`src/sjfa_pkg.sv`:
```
// ----------------------------------------------------------------------------
// sjfa_pkg
// Shared types and codes of the multilevel SJF scheduler with aging.
// ----------------------------------------------------------------------------
package sjfa_pkg;

	localparam int ID_W     = 16;
	localparam int LVL_W    = 3;
	localparam int BURST_W  = 16;
	localparam int STAT_W   = 3;
	localparam int TIME_W   = 32;
	localparam int PERIOD_W = 16;

	localparam logic [PERIOD_W-1:0] AGING_RESET = 16'd10;

	localparam logic [STAT_W-1:0] STAT_ADDED  = 3'd0;
	localparam logic [STAT_W-1:0] STAT_RAN    = 3'd1;
	localparam logic [STAT_W-1:0] STAT_IDLE   = 3'd2;
	localparam logic [STAT_W-1:0] STAT_BADLVL = 3'd3;
	localparam logic [STAT_W-1:0] STAT_FULL   = 3'd4;

	localparam logic [1:0] OP_ADD    = 2'd0;
	localparam logic [1:0] OP_TICK   = 2'd1;
	localparam logic [1:0] OP_BADLVL = 2'd2;

	typedef struct packed {
		logic [1:0]         op;
		logic [ID_W-1:0]    job_id;
		logic [LVL_W-1:0]   level;
		logic [BURST_W-1:0] burst;
	} item_t;

	typedef struct packed {
		logic [STAT_W-1:0]  status;
		logic [ID_W-1:0]    ran_id;
		logic [BURST_W-1:0] remaining;
		logic               finished;
		logic [BURST_W-1:0] total_work;
		logic [TIME_W-1:0]  wait_time;
		logic               promoted;
		logic [ID_W-1:0]    promoted_id;
		logic [LVL_W-1:0]   promoted_level;
	} result_t;

endpackage

```
`src/sjfa_front.sv`:
```
// ----------------------------------------------------------------------------
// sjfa_front
// Accepts request transactions, classifies them and queues them (two entries)
// for the scheduling engine.
// ----------------------------------------------------------------------------
module sjfa_front import sjfa_pkg::*; #(
	parameter int LEVELS = 4
) (
	input  logic               clk,
	input  logic               arst_n,
	input  logic               in_valid,
	output logic               in_ready,
	input  logic               req_type,
	input  logic [ID_W-1:0]    job_id,
	input  logic [LVL_W-1:0]   level,
	input  logic [BURST_W-1:0] burst,
	output logic               q_valid,
	input  logic               q_ready,
	output item_t              q_item
);

	item_t      buf_q [2];
	logic       wr_q;
	logic       rd_q;
	logic [1:0] cnt_q;
	logic       push;
	logic       pop;
	item_t      item;

	always_comb begin
		item.job_id = job_id;
		item.level  = level;
		item.burst  = burst;
		if (req_type) begin
			item.op = OP_TICK;
		end else if ({1'b0, level} >= 4'(LEVELS)) begin
			item.op = OP_BADLVL;
		end else begin
			item.op = OP_ADD;
		end
	end

	assign in_ready = (cnt_q != 2'd2);
	assign q_valid  = (cnt_q != 2'd0);
	assign q_item   = buf_q[rd_q];
	assign push     = in_valid && in_ready;
	assign pop      = q_valid && q_ready;

	always_ff @(posedge clk or negedge arst_n) begin
		if (!arst_n) begin
			wr_q  <= 1'b0;
			rd_q  <= 1'b0;
			cnt_q <= 2'd0;
		end else begin
			if (push) begin
				wr_q <= ~wr_q;
			end
			if (pop) begin
				rd_q <= ~rd_q;
			end
			cnt_q <= cnt_q + 2'(push) - 2'(pop);
		end
	end

	always_ff @(posedge clk) begin
		if (push) begin
			buf_q[wr_q] <= item;
		end
	end

endmodule

```
`src/sjfa_back.sv`:
```
// ----------------------------------------------------------------------------
// sjfa_back
// Scheduling engine: holds the job table and carries out one queued request
// at a time; adds and ticks sweep the table one entry per cycle.
// ----------------------------------------------------------------------------
module sjfa_back import sjfa_pkg::*; #(
	parameter int TABLE_DEPTH = 16
) (
	input  logic                clk,
	input  logic                arst_n,
	input  logic [PERIOD_W-1:0] period,
	input  logic                cfg_we,
	input  logic                q_valid,
	output logic                q_ready,
	input  item_t               q_item,
	output logic                res_valid,
	input  logic                res_ready,
	output result_t             res
);

	localparam int IW = (TABLE_DEPTH > 1) ? $clog2(TABLE_DEPTH) : 1;

	localparam logic [2:0] ST_IDLE = 3'd0;
	localparam logic [2:0] ST_DIV  = 3'd1;
	localparam logic [2:0] ST_ADD  = 3'd2;
	localparam logic [2:0] ST_RUN  = 3'd3;
	localparam logic [2:0] ST_UPD  = 3'd4;
	localparam logic [2:0] ST_AGE  = 3'd5;
	localparam logic [2:0] ST_PRO  = 3'd6;
	localparam logic [2:0] ST_OUT  = 3'd7;

	logic [TABLE_DEPTH-1:0] e_vld_q;
	logic [ID_W-1:0]        e_id_q    [TABLE_DEPTH];
	logic [LVL_W-1:0]       e_lvl_q   [TABLE_DEPTH];
	logic [BURST_W-1:0]     e_rem_q   [TABLE_DEPTH];
	logic [BURST_W-1:0]     e_tot_q   [TABLE_DEPTH];
	logic [TIME_W-1:0]      e_stamp_q [TABLE_DEPTH];

	logic [2:0]          state_q;
	logic [IW-1:0]       idx_q;
	logic                found_q;
	logic [IW-1:0]       best_q;
	logic [LVL_W-1:0]    best_lvl_q;
	logic [BURST_W-1:0]  best_rem_q;
	logic [TIME_W-1:0]   best_age_q;
	logic [ID_W-1:0]     best_id_q;
	logic [BURST_W-1:0]  best_tot_q;
	logic [TIME_W-1:0]   stamp_q;
	logic [TIME_W-1:0]   elapsed_q;
	logic [PERIOD_W-1:0] rem_q;
	logic                div_pend_q;
	logic [4:0]          div_cnt_q;
	item_t               item_q;
	result_t             res_q;

	logic                last;
	logic                cur_vld;
	logic [LVL_W-1:0]    cur_lvl;
	logic [BURST_W-1:0]  cur_rem;
	logic [TIME_W-1:0]   cur_age;
	logic                lvl_eq;
	logic                rem_eq;
	logic                age_lt;
	logic                run_better;
	logic                age_better;
	logic                take_run;
	logic                take_age;
	logic                take;
	logic [PERIOD_W:0]   div_sh;
	logic [PERIOD_W-1:0] rem_inc;
	logic [PERIOD_W-1:0] rem_next;
	logic [TIME_W-1:0]   elapsed_inc;
	logic                retire;
	result_t             res_init;

	assign last    = (idx_q == IW'(TABLE_DEPTH - 1));
	assign cur_vld = e_vld_q[idx_q];
	assign cur_lvl = e_lvl_q[idx_q];
	assign cur_rem = e_rem_q[idx_q];
	assign cur_age = stamp_q - e_stamp_q[idx_q];
	assign lvl_eq  = (cur_lvl == best_lvl_q);
	assign rem_eq  = (cur_rem == best_rem_q);
	assign age_lt  = (cur_age < best_age_q);

	assign run_better = (cur_lvl < best_lvl_q) ||
		(lvl_eq && ((cur_rem < best_rem_q) || (rem_eq && age_lt)));
	assign age_better = (cur_lvl > best_lvl_q) ||
		(lvl_eq && ((cur_rem > best_rem_q) || (rem_eq && age_lt)));
	assign take_run = cur_vld && (!found_q || run_better);
	assign take_age = cur_vld && (cur_lvl != '0) && (!found_q || age_better);
	assign take     = (state_q == ST_RUN) ? take_run : take_age;

	assign div_sh      = {rem_q, elapsed_q[~div_cnt_q]};
	assign rem_inc     = rem_q + 16'd1;
	assign rem_next    = (rem_inc == period) ? '0 : rem_inc;
	assign elapsed_inc = elapsed_q + 32'd1;
	assign retire      = (best_rem_q <= 16'd1);

	assign q_ready   = (state_q == ST_IDLE) && !cfg_we && !div_pend_q;
	assign res_valid = (state_q == ST_OUT);
	assign res       = res_q;

	always_comb begin
		res_init = '0;
		if (q_item.op == OP_BADLVL) begin
			res_init.status = STAT_BADLVL;
		end
	end

	always_ff @(posedge clk or negedge arst_n) begin
		if (!arst_n) begin
			state_q    <= ST_IDLE;
			e_vld_q    <= '0;
			idx_q      <= '0;
			found_q    <= 1'b0;
			stamp_q    <= '0;
			elapsed_q  <= '0;
			rem_q      <= '0;
			div_pend_q <= 1'b0;
			div_cnt_q  <= '0;
		end else begin
			if (cfg_we) begin
				div_pend_q <= 1'b1;
			end else if (state_q == ST_IDLE) begin
				div_pend_q <= 1'b0;
			end
			case (state_q)
				ST_IDLE: begin
					idx_q   <= '0;
					found_q <= 1'b0;
					if (cfg_we || div_pend_q) begin
						if (!cfg_we) begin
							div_cnt_q <= '0;
							rem_q     <= '0;
							if (period != '0) begin
								state_q <= ST_DIV;
							end
						end
					end else if (q_valid) begin
						case (q_item.op)
							OP_ADD:  state_q <= ST_ADD;
							OP_TICK: state_q <= ST_RUN;
							default: state_q <= ST_OUT;
						endcase
					end
				end
				ST_DIV: begin
					if (div_sh >= {1'b0, period}) begin
						rem_q <= PERIOD_W'(div_sh - {1'b0, period});
					end else begin
						rem_q <= div_sh[PERIOD_W-1:0];
					end
					div_cnt_q <= div_cnt_q + 5'd1;
					if (div_cnt_q == 5'd31) begin
						state_q <= ST_IDLE;
					end
				end
				ST_ADD: begin
					if (!cur_vld) begin
						e_vld_q[idx_q] <= 1'b1;
						stamp_q        <= stamp_q + 32'd1;
						state_q        <= ST_OUT;
					end else if (last) begin
						state_q <= ST_OUT;
					end else begin
						idx_q <= idx_q + IW'(1);
					end
				end
				ST_RUN, ST_AGE: begin
					if (take) begin
						found_q <= 1'b1;
					end
					idx_q <= idx_q + IW'(1);
					if (last) begin
						if (state_q == ST_RUN) begin
							state_q <= (found_q || take) ? ST_UPD : ST_OUT;
						end else begin
							state_q <= (found_q || take) ? ST_PRO : ST_OUT;
						end
					end
				end
				ST_UPD: begin
					elapsed_q <= elapsed_inc;
					rem_q     <= rem_next;
					idx_q     <= '0;
					found_q   <= 1'b0;
					if (retire) begin
						e_vld_q[best_q] <= 1'b0;
					end
					if ((period != '0) && (rem_next == '0)) begin
						state_q <= ST_AGE;
					end else begin
						state_q <= ST_OUT;
					end
				end
				ST_PRO: begin
					stamp_q <= stamp_q + 32'd1;
					state_q <= ST_OUT;
				end
				ST_OUT: begin
					if (res_ready) begin
						state_q <= ST_IDLE;
					end
				end
				default: state_q <= ST_IDLE;
			endcase
		end
	end

	always_ff @(posedge clk) begin
		case (state_q)
			ST_IDLE: begin
				if (q_ready && q_valid) begin
					item_q <= q_item;
					res_q  <= res_init;
				end
			end
			ST_ADD: begin
				if (!cur_vld) begin
					e_id_q[idx_q]    <= item_q.job_id;
					e_lvl_q[idx_q]   <= item_q.level;
					e_rem_q[idx_q]   <= item_q.burst;
					e_tot_q[idx_q]   <= item_q.burst;
					e_stamp_q[idx_q] <= stamp_q;
					res_q.status     <= STAT_ADDED;
				end else begin
					res_q.status <= STAT_FULL;
				end
			end
			ST_RUN, ST_AGE: begin
				if (take) begin
					best_q     <= idx_q;
					best_lvl_q <= cur_lvl;
					best_rem_q <= cur_rem;
					best_age_q <= cur_age;
					best_id_q  <= e_id_q[idx_q];
					best_tot_q <= e_tot_q[idx_q];
				end
				if (state_q == ST_RUN) begin
					res_q.status <= STAT_IDLE;
				end
			end
			ST_UPD: begin
				res_q.status <= STAT_RAN;
				res_q.ran_id <= best_id_q;
				if (retire) begin
					e_rem_q[best_q]  <= '0;
					res_q.remaining  <= '0;
					res_q.finished   <= 1'b1;
					res_q.total_work <= best_tot_q;
					res_q.wait_time  <= elapsed_inc - {16'd0, best_tot_q};
				end else begin
					e_rem_q[best_q] <= best_rem_q - 16'd1;
					res_q.remaining <= best_rem_q - 16'd1;
				end
			end
			ST_PRO: begin
				e_lvl_q[best_q]      <= best_lvl_q - 3'd1;
				e_stamp_q[best_q]    <= stamp_q;
				res_q.promoted       <= 1'b1;
				res_q.promoted_id    <= best_id_q;
				res_q.promoted_level <= best_lvl_q - 3'd1;
			end
			default: begin
			end
		endcase
	end

endmodule

```
`src/multilevel_sjf_scheduler_with_aging_unit.sv`:
```
// ----------------------------------------------------------------------------
// multilevel_sjf_scheduler_with_aging_unit
// Multilevel shortest-job-first scheduler with aging promotions.
// ----------------------------------------------------------------------------
// Channel  Handshake            Carries
// in       in_valid/in_ready    req_type, job_id, level, burst
// out      out_valid/out_ready  status, ran_id, remaining, finished, total_work,
//                               wait_time, promoted, promoted_id, promoted_level
// cfg      cfg_valid/cfg_ready  cfg_data (aging period)
//
// Add: a free-slot sweep of the table. Invalid level: answered without a sweep.
// Tick: a table sweep for the job to run, plus a second sweep when a promotion
// is due; both sweeps take one table entry per cycle.
// A configuration write holds requests while the remainder of elapsed ticks
// by the new period is rebuilt serially.
// Reset clears the table valid bits and counters and sets the aging period to 10.
// A two-entry request queue and the output register decouple stalls.
// ----------------------------------------------------------------------------
module multilevel_sjf_scheduler_with_aging_unit import sjfa_pkg::*; #(
	parameter int LEVELS      = 4,
	parameter int TABLE_DEPTH = 16
) (
	input  logic                clk,
	input  logic                arst_n,
	input  logic                in_valid,
	output logic                in_ready,
	input  logic                req_type,
	input  logic [ID_W-1:0]     job_id,
	input  logic [LVL_W-1:0]    level,
	input  logic [BURST_W-1:0]  burst,
	output logic                out_valid,
	input  logic                out_ready,
	output logic [STAT_W-1:0]   status,
	output logic [ID_W-1:0]     ran_id,
	output logic [BURST_W-1:0]  remaining,
	output logic                finished,
	output logic [BURST_W-1:0]  total_work,
	output logic [TIME_W-1:0]   wait_time,
	output logic                promoted,
	output logic [ID_W-1:0]     promoted_id,
	output logic [LVL_W-1:0]    promoted_level,
	input  logic                cfg_valid,
	output logic                cfg_ready,
	input  logic [PERIOD_W-1:0] cfg_data
);

	logic [PERIOD_W-1:0] period_q;
	logic                cfg_we;
	logic                q_valid;
	logic                q_ready;
	item_t               q_item;
	logic                res_valid;
	logic                res_ready;
	result_t             res;
	logic                out_valid_q;
	result_t             out_q;

	assign cfg_ready = 1'b1;
	assign cfg_we    = cfg_valid && cfg_ready;
	assign res_ready = !out_valid_q || out_ready;

	sjfa_front #(
		.LEVELS (LEVELS)
	) u_front (
		.clk      (clk),
		.arst_n   (arst_n),
		.in_valid (in_valid),
		.in_ready (in_ready),
		.req_type (req_type),
		.job_id   (job_id),
		.level    (level),
		.burst    (burst),
		.q_valid  (q_valid),
		.q_ready  (q_ready),
		.q_item   (q_item)
	);

	sjfa_back #(
		.TABLE_DEPTH (TABLE_DEPTH)
	) u_back (
		.clk       (clk),
		.arst_n    (arst_n),
		.period    (period_q),
		.cfg_we    (cfg_we),
		.q_valid   (q_valid),
		.q_ready   (q_ready),
		.q_item    (q_item),
		.res_valid (res_valid),
		.res_ready (res_ready),
		.res       (res)
	);

	always_ff @(posedge clk or negedge arst_n) begin
		if (!arst_n) begin
			period_q    <= AGING_RESET;
			out_valid_q <= 1'b0;
		end else begin
			if (cfg_we) begin
				period_q <= cfg_data;
			end
			if (res_valid && res_ready) begin
				out_valid_q <= 1'b1;
			end else if (out_ready) begin
				out_valid_q <= 1'b0;
			end
		end
	end

	always_ff @(posedge clk) begin
		if (res_valid && res_ready) begin
			out_q <= res;
		end
	end

	assign out_valid      = out_valid_q;
	assign status         = out_q.status;
	assign ran_id         = out_q.ran_id;
	assign remaining      = out_q.remaining;
	assign finished       = out_q.finished;
	assign total_work     = out_q.total_work;
	assign wait_time      = out_q.wait_time;
	assign promoted       = out_q.promoted;
	assign promoted_id    = out_q.promoted_id;
	assign promoted_level = out_q.promoted_level;

	a_res_hold: assert property (@(posedge clk) disable iff (!arst_n)
		res_valid && !res_ready |=> res_valid)
		else $error("engine result dropped while stalled");

	a_cfg_blocks_pop: assert property (@(posedge clk) disable iff (!arst_n)
		cfg_we |=> !(q_valid && q_ready))
		else $error("request taken during aging remainder update");

	a_flags_need_run: assert property (@(posedge clk) disable iff (!arst_n)
		out_valid && (status != STAT_RAN) |-> !finished && !promoted)
		else $error("run flags set on a non-run result");

	a_one_result: assert property (@(posedge clk) disable iff (!arst_n)
		res_valid && res_ready |=> !res_valid)
		else $error("engine issued two results for one request");

endmodule
```
`config.mk`:
```
export PLATFORM = sky130hd
export DESIGN_NAME = multilevel_sjf_scheduler_with_aging_unit
export DESIGN_NICKNAME = d
export VERILOG_FILES = /design/src/sjfa_pkg.sv /design/src/sjfa_front.sv /design/src/sjfa_back.sv /design/src/multilevel_sjf_scheduler_with_aging_unit.sv
export SDC_FILE = /design/constraint.sdc
export NUM_CORES = 2
export LEC_CHECK = 0
export ABC_AREA = 1
export BUFFER_PORTS_ARGS = -buffer_cell sky130_fd_sc_hd__buf_4
export CAP_MARGIN = 5
export CORE_MARGIN = 3
export CORE_UTILIZATION = 56
export DETAILED_ROUTE_END_ITERATION = 6
export PLACE_DENSITY = 0.75
export SLEW_MARGIN = 20
export SYNTH_ARGS = -nofsm -noshare
export SYNTH_HDL_FRONTEND = slang
export SYNTH_HIERARCHICAL = 1
export SYNTH_SLANG_ARGS = --single-unit
```
`constraint.sdc`:
```
create_clock -name clk -period 7 [get_ports clk]
set_input_delay 1.75 -clock clk [delete_from_list [all_inputs] [get_ports clk]]
set_output_delay 1.75 -clock clk [all_outputs]
set_load 0.05 [all_outputs]
```
==> metrics <==
drt drc 0; clock group share of total power 26.1%; Final min period 6.19 ns; Crit path largest cell delay 0.54 ns; Synth Flop Type edfxtp_1; Slew Limit Fails 0; Max VDD drop 0.000504 V; setup bufs post-CTS 0; largest net degree at the start of global routing 233; commonest non-fill, non-tap cells in the layout edfxtp_1, nor2_1, nand2_1; WP data arrival 6.64 ns; synthesis-to-layout area growth 12.7%; final setup TNS 0 ns; CP Launch Type flip-flop; Starting Density 56.4%; Num CTS Buffers 180; # fillers 9995; drt first-iter violations 6827; Crit Path Max Fanout 114; number of synthesis warnings 6; Max-cap violations 0; via count 52300; Via density 6.12; Clock Path Buffers 3; kind of critical path reg2reg; CP endpoint kind flip-flop; Power Internal 22.9 mW; gp weighted congestion 0.929; Seq cells post-synth 1863; worst slew pin tran 1.14 ns; fmax 0.162 GHz; DRT Wirelength 200 mm; net count after synthesis 6609; Std-Cell Rows 136; clk sink count 1863; initial antenna violation count 2; most used cell along the critical path nand2_1; core area 0.138 mm2; clk slew on worst S/H paths 0.06 ns; first-pass GRT wire length 299 mm; commonest non-fill, non-tap cell in the layout edfxtp_1; Sw Ratio 37.1%; grt total ovfl 0; die area 0.143 mm2; Post-Syn Area 0.0776 mm2; Chip Width 378 um; CTS tree built; largest cells by area after synthesis edfxtp_1, o21ai_0, nor2_1, nand2_1, dfrtp_1; RSZ-0062 raised after global routing no; Post-Syn Instances 6423; post-synthesis sequential area ratio 71.2%; Final setup viols 0; Hold WC Path Type reg2reg; Root Buffer clkbuf_16; run status finished clean; number of synthesized flops with an enable pin 1732; Critical Path RT 7.45 ns; total track usage 27.7%; Port Buffer Count 162; Layout Nets 6786; Switching Power 13.5 mW; area share of the largest cell type after synthesis 67.0%; WL/cell 23.4 um; post_cts resized 0; hold-fix buffers at CTS 0; sequential share of power 40.3%; dominant cell type by area after synthesis edfxtp_1; Worst path slowest cell dfrtp_4; Final HPWL DP 115 mm; Final Skew 0.0792 ns; final hold viol count 0; syn_area_per_cell 12.1 um2; Worst slew margin 23.7%; Clock Latency Late Sink 0.85 ns; Yosys cell types 63; CTS H-tree depth 4; number of global-route vias before repair 49800; IO Count 164; Comb power frac 33.6%; Core Util, Final 63.6%; Lkg Pwr 31.1 nW; Post-DRT Antenna Nets 0; Detailed Routing Iterations Pass 1 6; Async SR Flop Fraction 7.03%; share of post-route cells with drive strength above 1 10.0%; Die Y 378 um; Pwr per Cell Area 416 mW/mm2; fin crit share 88.4%
## layout make-up
| class | instances | area, um2 | share of cell area (%) |
|---|---|---|---|
| sequential | 1863 | 55300 | 63.2 |
| multi-input combinational | 3884 | 20000 | 22.9 |
| clock buffer | 222 | 4740 | 5.42 |
| timing repair buffer | 305 | 2670 | 3.05 |
| tap | 1794 | 2240 | 2.57 |
| inverter | 366 | 1400 | 1.60 |
| clock inverter | 115 | 1100 | 1.26 |
| antenna | 1 | 2.50 | 0.00286 |
## routing by layer
layer,track usage [%],share of wire [%],up-vias
li1,-,-,23500
met4,10.1,3.2,2
met3,6.07,11,432
met5,0,0.0065,-
met2,42.8,46,2999
met1,39.0,40,25400
## state kept, by name, indices dropped and copies added, names as in the netlist, 32 cells and up
signal	cells
u_back/e_rem_q	256
u_back/e_id_q	256
u_back/e_stamp_q	512
wait_time	32
u_back/e_lvl_q	48
u_back/res	104
u_back/best_age_q	32
u_back/e_tot_q	256
u_back/elapsed_q	32
u_back/item_q	35
u_back/stamp_q	32
u_front/buf_q	74
## cell usage after synthesis (3+ instances only)
cell type and count:
clkinv_1 3, o41ai_1 3, dfrtp_1 129, a21oi_1 148
xnor2_1 35, or2_2 6, nand2_2 8, nand4_1 83
nor2_2 7, nor2_1 961, ha_1 126, a211oi_1 6
o21ai_0 819, o22ai_1 334, xor2_1 69, mux2_2 3
inv_2 7, inv_1 356, nand3_1 164, buf_2 22
nor4_1 16, o21a_1 17, fa_1 3, nor3_1 52
a31oi_1 13, nor2_4 8, nand2_1 875, buf_6 5
clkbuf_1 256, o21bai_1 7, buf_4 6, o221ai_1 3
a22o_1 30, a2bb2oi_1 6, a21o_1 6, a221oi_1 30
o21ai_1 5, buf_1 21, o21ai_2 4, o211ai_1 9
edfxtp_1 1732
## power by group through the flow
stage | Combinational (mW) | Sequential [mW] | Clock, mW
after global placement | 11.7 | 14.9 | 0
after detailed placement | 12.0 | 14.9 | 0
final | 12.2 | 14.7 | 9.51
after floorplan | 7.63 | 15.2 | 0
after global routing | 13.4 | 14.8 | 10.1
after CTS | 12.1 | 14.7 | 9.64
## metrics by stage
step                setup WS [ns]  power (mW)  instance area (um2)  hold slack, ns  std cells
finish                      0.810        36.4                87500           0.405       8550
floorplan                   0.185        22.8                77700           0.400       6423
global placement             1.01        26.5                81700           0.400       8212
detailed placement           1.03        26.9                81700           0.405       8212
global route                0.411        38.3                87500           0.416       8549
CTS                         0.945        36.4                87500           0.411       8549
## cell families (layout without fill, tap and decap cells)
| logic type | count (synthesis) | after routing | synth area share, % |
|---|---|---|---|
| other | 1 | 2 | 0.00483 |
| buffers and inverters | 676 | 1008 | 3.38 |
| muxes | 3 | 3 | 0.0435 |
| xor gates and xnor gates | 105 | 105 | 1.19 |
| adders and majority gates | 129 | 129 | 2.11 |
| and+or+nand+nor | 2196 | 2196 | 11.6 |
| AOI/OAI and AO/OA | 1450 | 1450 | 10.5 |
| DFF | 1863 | 1863 | 71.2 |
## worst paths after layout
kind                       depth (start not counted)                   end       startpoint  slack [ns]
max                                               35  u_back/best_rem_q[2]  u_back/idx_q[0]        0.81
min                                                0        promoted_id[6]    u_back/res[9]        0.41
max reg2reg                                       35  u_back/best_rem_q[2]  u_back/idx_q[0]        0.81
min reg2reg                                        0        promoted_id[6]    u_back/res[9]        0.41
max in group asynchronous                          2       u_back/idx_q[1]           arst_n        4.90
min in group asynchronous                          1       u_back/rem_q[5]           arst_n        0.93
## worst max-delay path, delay by kind of cell, from the launching register on
kind,cells,cell delay [ns]
AOI/OAI and AO/OA,11,2.32
and+or+nand+nor,18,1.40
buffers and inverters,4,0.82
adders and majority gates,2,0.63
DFF,1,0.54
Note: power is estimated with default switching activity, not from simulation.
